<file path="config.mk">
export PLATFORM = sky130hd
export DESIGN_NAME = bang_bang_incremental_pid_heater
export DESIGN_NICKNAME = d
export VERILOG_FILES = /design/src/rtl/bbpid_pkg.sv /design/src/rtl/bang_bang_incremental_pid_heater.sv
export SDC_FILE = /design/constraint.sdc
export NUM_CORES = 1
export LEC_CHECK = 0
export BUFFER_PORTS_ARGS = -buffer_cell sky130_fd_sc_hd__buf_2
export CORE_ASPECT_RATIO = 0.7
export CORE_UTILIZATION = 65
export CTS_CLUSTER_SIZE = 8
export DETAILED_ROUTE_END_ITERATION = 8
export PLACE_DENSITY = 0.83
export SLEW_MARGIN = 10
export SYNTH_ARGS = -nofsm -noshare
export SYNTH_HDL_FRONTEND = slang
export SYNTH_SLANG_ARGS = --single-unit
</file>
<file path="constraint.sdc">
create_clock -name clock -period 11.7 [get_ports clock]
set_clock_uncertainty 0.2 [all_clocks]
set_input_delay 1.755 -clock clock [delete_from_list [all_inputs] [get_ports clock]]
set_output_delay 1.755 -clock clock [all_outputs]
set_load 0.03 [all_outputs]
</file>
<file path="src/rtl/bbpid_pkg.sv">
// Package with the constants and codes of the bang-bang incremental PID heater controller.
package bbpid_pkg;

   localparam int DutyWidth   = 10;
   localparam int ModeWidth   = 2;
   localparam int SampleWidth = 16;
   localparam int CoefWidth   = 8;
   localparam int ErrWidth    = 17;
   localparam int HistWidth   = 9;
   localparam int ProdWidth   = 18;
   localparam int SumWidth    = 20;
   localparam int CsrAddrWidth = 3;
   localparam int CsrDataWidth = 16;

   localparam logic [DutyWidth-1:0] DUTY_MAX = 10'd1000;

   localparam logic [CoefWidth-1:0] RST_COEF_CURRENT = 8'd15;
   localparam logic [CoefWidth-1:0] RST_COEF_LAST    = 8'd5;
   localparam logic [CoefWidth-1:0] RST_COEF_BEFORE  = 8'd30;
   localparam logic [CoefWidth-1:0] RST_BAND         = 8'd1;

   localparam logic [ModeWidth-1:0] MODE_FULL_ON  = 2'd0;
   localparam logic [ModeWidth-1:0] MODE_FULL_OFF = 2'd1;
   localparam logic [ModeWidth-1:0] MODE_PID      = 2'd2;

   localparam logic [CsrAddrWidth-1:0] CSR_SETPOINT     = 3'd0;
   localparam logic [CsrAddrWidth-1:0] CSR_COEF_CURRENT = 3'd1;
   localparam logic [CsrAddrWidth-1:0] CSR_COEF_LAST    = 3'd2;
   localparam logic [CsrAddrWidth-1:0] CSR_COEF_BEFORE  = 3'd3;
   localparam logic [CsrAddrWidth-1:0] CSR_BAND         = 3'd4;

   typedef logic [DutyWidth-1:0] duty_type;

endpackage

</file>
<file path="src/rtl/bang_bang_incremental_pid_heater.sv">
// Top level of the bang-bang incremental PID heater controller.
//
// Each input word carries one signed temperature sample and produces exactly one output word
// with the PWM duty (0 to 1000) and the drive mode. A word is held in the input register
// and then moves to the output register, which presents its result; a new sample is taken
// every cycle unless rsp_tready stalls the output. The error, three 8 by 9 bit multiplies,
// the add and the clamp update the held duty. Errors beyond the band force full on or full
// off and leave the error history untouched. Configuration registers must be written
// through the csr port only while no word is in flight; the block does not enforce it.
module bang_bang_incremental_pid_heater (
   input  logic                                clock,
   input  logic                                reset,
   input  logic                                req_tvalid,
   output logic                                req_tready,
   // Fields from bit 0: sample[15:0].
   input  logic [bbpid_pkg::SampleWidth-1:0]   req_tdata,
   output logic                                rsp_tvalid,
   input  logic                                rsp_tready,
   // Fields from bit 0: duty[9:0], mode[11:10], zero padding[15:12].
   output logic [15:0]                         rsp_tdata,
   input  logic                                csr_wen,
   input  logic [bbpid_pkg::CsrAddrWidth-1:0]  csr_addr,
   input  logic [bbpid_pkg::CsrDataWidth-1:0]  csr_wdata
);
   import bbpid_pkg::*;

   logic signed [SampleWidth-1:0] setpoint_ff;
   logic [CoefWidth-1:0]          coef_current_ff;
   logic [CoefWidth-1:0]          coef_last_ff;
   logic [CoefWidth-1:0]          coef_before_ff;
   logic [CoefWidth-1:0]          band_ff;

   logic signed [SampleWidth-1:0] sample_ff;
   logic                          stage_valid_ff;
   logic                          advance;

   duty_type                      duty_held_ff;
   duty_type                      duty_held_in;
   logic signed [HistWidth-1:0]   last_error_ff;
   logic signed [HistWidth-1:0]   error_before_ff;

   duty_type                      rsp_duty_ff;
   logic [ModeWidth-1:0]          rsp_mode_ff;
   logic [ModeWidth-1:0]          mode_in;
   logic                          rsp_valid_ff;

   logic signed [ErrWidth-1:0]    err;
   logic signed [ErrWidth-1:0]    band_s;
   logic signed [HistWidth-1:0]   err_hist;
   logic signed [ProdWidth-1:0]   prod_current;
   logic signed [ProdWidth-1:0]   prod_last;
   logic signed [ProdWidth-1:0]   prod_before;
   logic signed [SumWidth-1:0]    sum;
   logic                          above_band;
   logic                          below_band;

   always_ff @(posedge clock) begin
      if (reset) begin
         setpoint_ff     <= '0;
         coef_current_ff <= RST_COEF_CURRENT;
         coef_last_ff    <= RST_COEF_LAST;
         coef_before_ff  <= RST_COEF_BEFORE;
         band_ff         <= RST_BAND;
      end else if (csr_wen) begin
         unique case (csr_addr)
            CSR_SETPOINT:     setpoint_ff     <= csr_wdata;
            CSR_COEF_CURRENT: coef_current_ff <= csr_wdata[CoefWidth-1:0];
            CSR_COEF_LAST:    coef_last_ff    <= csr_wdata[CoefWidth-1:0];
            CSR_COEF_BEFORE:  coef_before_ff  <= csr_wdata[CoefWidth-1:0];
            CSR_BAND:         band_ff         <= csr_wdata[CoefWidth-1:0];
            default: ;
         endcase
      end
   end

   assign advance    = stage_valid_ff && (!rsp_valid_ff || rsp_tready);
   assign req_tready = !stage_valid_ff || advance;

   always_ff @(posedge clock) begin
      if (reset) begin
         stage_valid_ff <= 1'b0;
      end else if (req_tready) begin
         stage_valid_ff <= req_tvalid;
      end
   end

   always_ff @(posedge clock) begin
      if (req_tvalid && req_tready) begin
         sample_ff <= req_tdata;
      end
   end

   assign err        = {setpoint_ff[SampleWidth-1], setpoint_ff}
                     - {sample_ff[SampleWidth-1], sample_ff};
   assign band_s     = {{(ErrWidth-CoefWidth){1'b0}}, band_ff};
   assign above_band = err > band_s;
   assign below_band = err < -band_s;
   assign err_hist   = err[HistWidth-1:0];

   assign prod_current = $signed({1'b0, coef_current_ff}) * err_hist;
   assign prod_last    = $signed({1'b0, coef_last_ff}) * last_error_ff;
   assign prod_before  = $signed({1'b0, coef_before_ff}) * error_before_ff;

   assign sum = {{(SumWidth-DutyWidth){1'b0}}, duty_held_ff}
              + {{(SumWidth-ProdWidth){prod_current[ProdWidth-1]}}, prod_current}
              - {{(SumWidth-ProdWidth){prod_last[ProdWidth-1]}}, prod_last}
              + {{(SumWidth-ProdWidth){prod_before[ProdWidth-1]}}, prod_before};

   always_comb begin
      if (above_band) begin
         duty_held_in = DUTY_MAX;
         mode_in      = MODE_FULL_ON;
      end else if (below_band) begin
         duty_held_in = '0;
         mode_in      = MODE_FULL_OFF;
      end else begin
         mode_in = MODE_PID;
         if (sum[SumWidth-1]) begin
            duty_held_in = '0;
         end else if (sum > SumWidth'(DUTY_MAX)) begin
            duty_held_in = DUTY_MAX;
         end else begin
            duty_held_in = sum[DutyWidth-1:0];
         end
      end
   end

   always_ff @(posedge clock) begin
      if (reset) begin
         duty_held_ff    <= '0;
         last_error_ff   <= '0;
         error_before_ff <= '0;
      end else if (advance) begin
         duty_held_ff <= duty_held_in;
         if (!above_band && !below_band) begin
            error_before_ff <= last_error_ff;
            last_error_ff   <= err_hist;
         end
      end
   end

   always_ff @(posedge clock) begin
      if (reset) begin
         rsp_valid_ff <= 1'b0;
      end else if (advance) begin
         rsp_valid_ff <= 1'b1;
      end else if (rsp_tready) begin
         rsp_valid_ff <= 1'b0;
      end
   end

   always_ff @(posedge clock) begin
      if (advance) begin
         rsp_duty_ff <= duty_held_in;
         rsp_mode_ff <= mode_in;
      end
   end

   assign rsp_tvalid = rsp_valid_ff;
   assign rsp_tdata  = {4'b0000, rsp_mode_ff, rsp_duty_ff};

endmodule
</file>
==> results of run 1 <==
[cell usage after synthesis (3+ instances only)]
library cell  number  area (um2)
a2111oi_0          3        26.3
a211o_1            3        26.3
a211oi_1          11        82.6
a21o_1            15         113
a21oi_1           81         405
a31o_2             4        35.0
a31oi_1           10        62.6
and2_1           112         701
and3_1            13        81.3
buf_2              4        20.0
buf_4              5        37.5
clkbuf_1          59         221
dfxtp_1           78        1560
edfxtp_1          28         841
fa_1             197        3940
ha_1             191        2390
inv_1            331        1240
mux2i_1           21         210
nand2_1          225         845
nand2b_1          26         163
nand3_1           17        85.1
nand3b_1           3        22.5
nand4_1            8        50.1
nor2_1            53         199
nor2b_1           13        81.3
nor3_1            10        50.1
nor3b_1            3        22.5
nor4_1             5        31.3
o2111ai_1          3        26.3
o211ai_1          11        82.6
o21a_1             9        67.6
o21ai_0           36         180
o21bai_1           5        37.5
or2_2              3        18.8
or3_1              4        25.0
or4b_1             3        30.0
xnor2_1           24         210
xor2_1            17         149
[metal layers]
layer  up-vias  GRT usage  share of wire
li1       5347          -              -
met2       457      0.498           0.44
met1      5482      0.441           0.44
met3        60     0.0781           0.10
met5         -          0              0
met4         0     0.0910          0.021
[state kept, by name (all words and copies together), names as in the netlist]
| signal | cells |
|---|---|
| sample_ff | 16 |
| setpoint_ff | 16 |
| duty_held_ff | 10 |
| rsp_duty_ff | 10 |
| error_before_ff | 9 |
| last_error_ff | 9 |
| band_ff | 8 |
| coef_before_ff | 8 |
| coef_current_ff | 8 |
| coef_last_ff | 8 |
| rsp_mode_ff | 2 |
| rsp_tvalid | 1 |
| stage_valid_ff | 1 |
[logic make-up after synthesis]
kind of cell | after synthesis | share of synthesized area
xor gates and xnor gates | 42 | 0.0254
muxes | 21 | 0.0142
buffers and inverters | 401 | 0.104
and+or+nand+nor | 511 | 0.171
AOI/OAI and AO/OA | 215 | 0.0930
DFF | 106 | 0.163
other | 1 | 0.000254
adders and majority gates | 388 | 0.429
[worst max-delay path: cells and delay by family, from the launching register on]
kind	cells	cell delay, ps
buffers and inverters	6	300
adders and majority gates	14	5690
AOI/OAI and AO/OA	8	1640
xor gates and xnor gates	1	160
DFF	1	510
and+or+nand+nor	9	2090
[stage by stage]
step	worst slack, ps	cell area [um2]	hold slack (ps)	instances
3_3_place_gp	1360	15200	245	1960
4_1_cts	1010	15500	265	1976
6_report	1030	15500	266	1976
3_5_place_dp	1090	15200	253	1960
5_1_grt	305	15500	293	1976
2_1_floorplan	1770	14800	232	1688
[final timing paths]
check	from	to	slack, ps	cells after the start
setup reg to reg	coef_before_ff[5]$_SDFFE_PP0P_	duty_held_ff[0]$_SDFFE_PP0P_	1030	38
hold / removal	band_ff[6]$_SDFFE_PP0P_	band_ff[6]$_SDFFE_PP0P_	270	2
hold reg to reg	band_ff[6]$_SDFFE_PP0P_	band_ff[6]$_SDFFE_PP0P_	270	2
setup / recovery	coef_before_ff[5]$_SDFFE_PP0P_	duty_held_ff[0]$_SDFFE_PP0P_	1030	38
[area by class of cell]
cell class	count	area, um2	area share
Clock buffer	10	229	0.0148
Timing Repair Buffer	59	310	0.0201
Clock inverter	6	78.8	0.00510
Inverter	332	1250	0.0806
Tap cell	282	353	0.0228
Multi-Input combinational cell	1181	10800	0.701
Sequential cell	106	2400	0.155
==> results by group, run 1 <==
Route
  – First-pass DRT Iterations: 6
  – Total wire length: between 30000 and 40000 um
  – DRT iter0 DRCs: 996
  – Vias per cell: around 5.7
  – DRC: 0
  – DR vias: 11346
  – DRT antenna net count: 0
  – Post-DR wirelength/cell: between 15 and 20 um

Timing
  – Final hold violation count: 0
  – Worst slew pin tran: 945 ps
  – Crit share post-route: 0.912
  – F_max: 0.0937 GHz
  – Setup tns final: 0 ps
  – Final Slew Violations: 0
  – Tmin final: 10670 ps
  – Relative slew slack: 0.366
  – Final count of negative-setup-slack endpoints: 0
  – RSZ-0062 raised after global routing: no

Floorplan
  – DIE HEIGHT: about 130 um
  – Starting Density: 0.672
  – Die W: 182 um
  – Top Ports: 58
  – Core Rows: 45
  – DIE AREA: 23300 um2
  – Core ar.: around 22000 um2

Critical path
  – Setup crit end kind: flip-flop
  – Critical path class: flip-flop to flip-flop
  – CP required: ~12000 ps
  – Max incr delay on CP: approximately 560 ps
  – Cell mode on critical path: fa_1
  – CP max FO: 10
  – Slowest-stage cell, CP: or4b_1
  – Startpoint types: flip-flop
  – Arrival time worst endpoint: 10770 ps

CTS
  – Cts-stage hold buffer count: 0
  – Clk_lat worst skew: 380 ps
  – CTS buffer count: 9
  – Clk sinks: about 110
  – Setup bufs post-CTS: 0
  – CTS resizes: 0
  – Worst-path clk slew: roughly 80 ps
  – H-tree Lvls: 3
  – Root Buffer: clkbuf_16
  – Clock tree from TritonCTS: built
  – Clock Path Buffers: 2

Layout
  – Commonest non-fill, non-tap cell in the layout: inv_1
  – Synthesis-to-layout area growth: 4.69%
  – # diodes: 0
  – Share of layout cells above drive strength 1: 0.0525
  – # nets final: about 2100
  – # fillers: about 1700
  – Final Util: 0.704
  – Leading cell types in the layout, fill and taps excluded: 331 x inv_1, 225 x nand2_1, 197 x fa_1

Place
  – Global placement routability congestion: 0.981
  – Hpwl dp: 28600 um
  – IO buf count: 53

Logic synthesis
  – Top_reg_cell synth: dfxtp_1
  – Syn. warnings: 0
  – Mapped Avg Cell Area: 8.76 um2
  – Post-Syn Area: 14800 um2
  – Synth unique cells: 71
  – #FFs+latches synth: 106
  – Async SR Flop Fraction: 0
  – Register area share after synthesis: 0.163
  – Mapped Cells: 1685
  – Post-synth EDFFs: 28

Global routing
  – Total gr overflow: 0
  – Vias in the first global route: 11424
  – GRT Util Overall: 0.318
  – Largest net degree at the start of global routing: 52
  – Global-route wire length before repair: 57300 um
  – Antenna violations before repair: 0

Status
  – Status: finished clean

Min path
  – Worst hold path type: flip-flop to flip-flop

Flow run
  – Max-Cap Viols: 0
Power of run 1 is left out: the tool's default activity adds up to more than one toggle a clock period on the data nets, which glitch-free logic cannot reach.
==> inputs of run 2 (changes only) <==
ABC_AREA = 1   (was unset)
CTS_CLUSTER_SIZE = unset   (was 8)
==> results by group, run 2 <==
Status
  – Status: finished clean

Critical path
  – Arrival time worst endpoint: 9630 ps
  – Cell mode on critical path: inv_1
  – Setup crit end kind: flip-flop
  – Critical path class: flip-flop to flip-flop
  – Slowest-stage cell, CP: dfxtp_1
  – CP max FO: 10
  – Startpoint types: flip-flop
  – Max incr delay on CP: 570 ps
  – CP required: 11630 ps

Route
  – Total wire length: between 30000 and 40000 um
  – DRC: 0
  – First-pass DRT Iterations: 5
  – DR vias: 12512
  – DRT iter0 DRCs: about 1200
  – DRT antenna net count: 0
  – Vias per cell: 5.30
  – Post-DR wirelength/cell: about 16 um

Flow run
  – Max-Cap Viols: 0

Timing
  – RSZ-0062 raised after global routing: no
  – Tmin final: 9700 ps
  – Final count of negative-setup-slack endpoints: 0
  – F_max: 0.103 GHz
  – Setup tns final: 0 ps
  – Crit share post-route: 0.829
  – Worst slew pin tran: 1150 ps
  – Final WS setup: around 2000 ps
  – Relative slew slack: 0.231
  – Final hold violation count: 0
  – Final Slew Violations: 0

Place
  – IO buf count: 53
  – Hpwl dp: 31700 um
  – Global placement routability congestion: around 0.97
  – Post-place setup slack: 2020 ps

CTS
  – CTS resizes: 0
  – Clock Path Buffers: 2
  – Setup bufs post-CTS: 0
  – Cts-stage hold buffer count: 0
  – Root Buffer: clkbuf_16
  – Clk sinks: 106
  – CTS buffer count: 9
  – H-tree Lvls: 3
  – Clk_lat worst skew: between 300 and 400 ps
  – Worst-path clk slew: approximately 90 ps
  – Clock tree from TritonCTS: built

Layout
  – Synthesis-to-layout area growth: 5.01%
  – Final Util: 0.699
  – Commonest non-fill, non-tap cell in the layout: inv_1
  – # fillers: 1927
  – Share of layout cells above drive strength 1: 0.0523
  – Leading cell types in the layout, fill and taps excluded: 547 x inv_1, 438 x nand2_1, 197 x fa_1
  – Biggest regs: sample_ff: 16 flops, setpoint_ff: 16 flops
  – # diodes: 0
  – # nets final: 2470

Logic synthesis
  – #FFs+latches synth: 106
  – Synth unique cells: 39
  – Top-count cell post-synth: inv_1
  – Simple-gate area share of the yosys netlist: 0.206
  – Post-synth top cells: 547 x inv_1, 438 x nand2_1, 197 x fa_1
  – Top post-synthesis cells by area: fa_1 26%, ha_1 16%, inv_1 14%
  – Async SR Flop Fraction: 0
  – Mapped Cells: ~2000
  – Mapped Avg Cell Area: 7.49 um2
  – Syn. warnings: 0
  – Post-synth top area share: 0.260
  – Post-Syn Area: roughly 15000 um2
  – Main combinational cell family by area after synthesis: adder cells
  – Area leader, netlist: fa_1
  – Post-synthesis adder-cell area fraction: 0.417
  – Register area share after synthesis: 0.158
  – Xor/xnor share of the synthesized area: 0.0184
  – Synth Area in Compound Gates: 0.0459
  – Mux cell area share after synthesis: 0
  – Top_reg_cell synth: dfxtp_1
  – Post-synth EDFFs: 28

Floorplan
  – Core ar.: 22800 um2
  – DIE AREA: 24000 um2
  – Core Rows: 46
  – Die W: 185 um
  – Starting Density: 0.666
  – DIE HEIGHT: approximately 130 um
  – Top Ports: 58

Min path
  – Worst hold path type: flip-flop to flip-flop

Global routing
  – Total gr overflow: 0
  – Met3 usage: 0.0929
  – Global-route wire length before repair: 63000 um
  – Largest net degree at the start of global routing: 71
  – Busiest grt layer: met2
  – Vias in the first global route: 12356
  – Antenna violations before repair: 0
  – GRT Util Overall: 0.346
  – GR Util met2: 0.529
  – GR Layer Usage met1: 0.480
[run 2: cell count changes in the layout (fill, tap and decap cells not counted), moves of 15 or more]
cell      delta
and2_1     -107
a21oi_1     -15
mux2i_1     -21
nand2_1    +213
nand3_1     +53
a21o_1      -15
nand2b_1    -26
inv_1      +216
nor3_1      +15
nor2_1     +126
xnor2_1     -16
[run 2: path summary, 6_finish.rpt]
check | from | endpoint | slack [ps] | cells past startpoint
worst max-delay path | coef_before_ff[2]$_SDFFE_PP1P_ | rsp_duty_ff[9]$_DFFE_PP_ | 2000 | 41
worst min-delay path | setpoint_ff[0]$_SDFFE_PP0P_ | setpoint_ff[0]$_SDFFE_PP0P_ | 270 | 2
worst max register to register | coef_before_ff[2]$_SDFFE_PP1P_ | rsp_duty_ff[9]$_DFFE_PP_ | 2000 | 41
worst min register to register | setpoint_ff[0]$_SDFFE_PP0P_ | setpoint_ff[0]$_SDFFE_PP0P_ | 270 | 2
[run 2: final cells by class]
type / instances / area [um2] / share of cell area
Multi-Input combinational cell: 1315 / 10500 / 0.656
Tap cell: 312 / 390 / 0.0245
Timing Repair Buffer: 56 / 288 / 0.0181
Inverter: 554 / 2080 / 0.131
Sequential cell: 106 / 2400 / 0.151
Clock inverter: 7 / 93.8 / 0.00589
Clock buffer: 9 / 225 / 0.0141
[run 2: metrics by stage]
step / cell area [um2] / hold WS, ps / instances
6_report: 15900 / 271 / 2359
5_1_grt: 15900 / 290 / 2359
4_1_cts: 15900 / 271 / 2359
3_5_place_dp: 15600 / 256 / 2343
3_3_place_gp: 15600 / 254 / 2343
2_1_floorplan: 15200 / 235 / 2030
[run 2: kinds of logic (layout without fill, tap and decap cells)]
kind of cell / Yosys count / count (layout)
fa+ha+maj: 388 / 388
simple gates: 761 / 761
flops: 106 / 106
other cells: 1 / 4
compound gates: 131 / 131
buf+inv: 609 / 626
xor+xnor: 31 / 31
[run 2: critical path, delay by kind of cell (launching register included)]
family	cells	cell delay, ps
and+or+nand+nor	13	1280
DFF	1	570
buffers and inverters	11	710
xor gates and xnor gates	2	510
adders and majority gates	12	5620
AOI/OAI and AO/OA	3	570
[run 2: metal layers]
layer / part of all wire / routed length, um / vias up
met5: 0 / 0 / -
li1: - / - / 6009
met4: 0.029 / 1110 / 0
met1: 0.43 / 16700 / 5896
met2: 0.42 / 16300 / 527
met3: 0.11 / 4370 / 80
Power of run 2 is left out for the same reason.
==> inputs of run 3 (changes only) <==
ABC_AREA = 0   (was 1)
CORE_UTILIZATION = 59   (was 65)
PLACE_DENSITY = 0.8   (was 0.83)
clock period = 8 ns   (was 11.7 ns; I/O delays follow)
==> results by group, run 3 (synthesized netlist as in run 1, its figures left out) <==
Status
  – Status: finished, violations left
  – Failing checks: negative setup slack

Route
  – First-pass DRT Iterations: 5
  – DRT antenna net count: 0
  – Post-DR wirelength/cell: 17.8 um
  – Total wire length: 38600 um
  – DRC: 0
  – DRT iter0 DRCs: 1089
  – DR vias: 12159
  – Vias per cell: around 5.6

Timing
  – Crit share post-route: 1.23
  – F_max: ~0.10 GHz
  – Worst slew pin tran: 1310 ps
  – Relative slew slack: 0.129
  – Final Slew Violations: 0
  – RSZ-0062 raised after global routing: yes
  – Final WS setup: -1840 ps
  – Tmin final: 9840 ps
  – Final hold violation count: 0
  – Final count of negative-setup-slack endpoints: 20

Global routing
  – Antenna violations before repair: 0
  – Total gr overflow: 0
  – Largest net degree at the start of global routing: 50
  – GRT Util Overall: 0.316
  – Global-route wire length before repair: 62700 um
  – Vias in the first global route: 12638

Critical path
  – Arrival time worst endpoint: 9940 ps
  – Setup crit end kind: flip-flop
  – FF-to-FF path depth: 38
  – Reg-to-Reg End: duty_held_ff[1]$_SDFFE_PP0P_
  – Slowest-stage cell, CP: fa_1
  – Cell mode on critical path: fa_1
  – RR Startpoint: error_before_ff[6]$_SDFFE_PP0P_
  – Startpoint types: flip-flop
  – CP startpoint: error_before_ff[6]$_SDFFE_PP0P_
  – Reg2Reg Setup Slack: -1840 ps
  – Max incr delay on CP: between 500 and 600 ps
  – Critical path class: flip-flop to flip-flop
  – CP required: 8100 ps
  – CP max FO: 5

Place
  – Hpwl dp: between 30000 and 40000 um
  – Global placement routability congestion: between 1 and 1.5
  – IO buf count: 53
  – Post-place setup slack: -2010 ps

CTS
  – Root Buffer: clkbuf_16
  – H-tree Lvls: 3
  – Worst-path clk slew: 80 ps
  – CTS buffer count: 9
  – Clock Path Buffers: 2
  – Clk sinks: 106
  – Clock tree from TritonCTS: built
  – Clk_lat worst skew: 380 ps

Layout
  – Leading cell types in the layout, fill and taps excluded: 319 x inv_1, 222 x nand2_1, 192 x fa_1
  – Share of layout cells above drive strength 1: 0.174
  – # diodes: 0
  – Biggest regs: sample_ff: 16 flops, setpoint_ff: 16 flops
  – # fillers: 1877
  – Synthesis-to-layout area growth: 15.8%
  – Commonest non-fill, non-tap cell in the layout: inv_1
  – # nets final: roughly 2300
  – Final Util: 0.694

Floorplan
  – Starting Density: 0.600
  – Die W: 191 um
  – Top Ports: 58
  – DIE AREA: 25700 um2
  – DIE HEIGHT: 134 um
  – Core Rows: 48
  – Core ar.: approximately 25000 um2

Min path
  – Hold path endpoint: setpoint_ff[10]$_SDFFE_PP0P_
  – Hold_sp: setpoint_ff[10]$_SDFFE_PP0P_
  – Worst hold path type: flip-flop to flip-flop
  – WHS Path Cells: 2

Flow run
  – Max-Cap Viols: 0
run 3: layer usage:
layer	vias up	wire (um)	track usage
li1	5646	-	-
met1	5913	16900	0.436
met2	532	17200	0.504
met3	68	3590	0.0651
met4	0	847	0.0864
met5	-	0	0
run 3: how the worst max path moves through the flow:
stage | endpoint | slack, ps | cells after the start
finish | duty_held_ff[1]$_SDFFE_PP0P_ | -1840 | 38
CTS | duty_held_ff[1]$_SDFFE_PP0P_ | -1730 | 38
floorplan | duty_held_ff[0]$_SDFFE_PP0P_ | -1670 | 39
global route | duty_held_ff[1]$_SDFFE_PP0P_ | -2150 | 38
detailed placement | rsp_duty_ff[3]$_DFFE_PP_ | -2010 | 33
global placement | duty_held_ff[0]$_SDFFE_PP0P_ | -1750 | 32
run 3: what timing repair did:
action,in CTS,in global routing
gates cloned,1,0
hold endpoints to repair,0,0
hold buffers,0,0
setup endpoints to repair,20,20
buffers inserted,10,10
gates resized for setup,62,41
pin swaps,40,35
run 3: through the flow:
stage	area [um2]	cells	setup TNS, ps	hold WS (ps)
floorplan	14900	1688	-28730	236
global placement	16300	2133	-33520	245
detailed placement	16300	2133	-38630	254
CTS	16900	2159	-30830	267
global route	17100	2167	-40120	287
finish	17100	2167	-33590	266
run 3: area by class of cell:
class                   count  area, um2  area share
clock inverters             6       47.5     0.00278
well taps                 325        407      0.0238
repair buffers            206       1430      0.0834
flip-flops and latches    106       2430       0.142
clock buffers              10        229      0.0134
multi-input cells        1182      11300       0.662
inverters                 332       1250      0.0729
run 3: critical path: cells and delay by family (launching register included):
family,cells,cell delay [ps]
flops,1,360
xor+xnor,1,160
fa+ha+maj,13,5580
compound gates,7,1110
buf+inv,8,400
simple gates,9,1940
Power of run 3 is left out for the same reason.
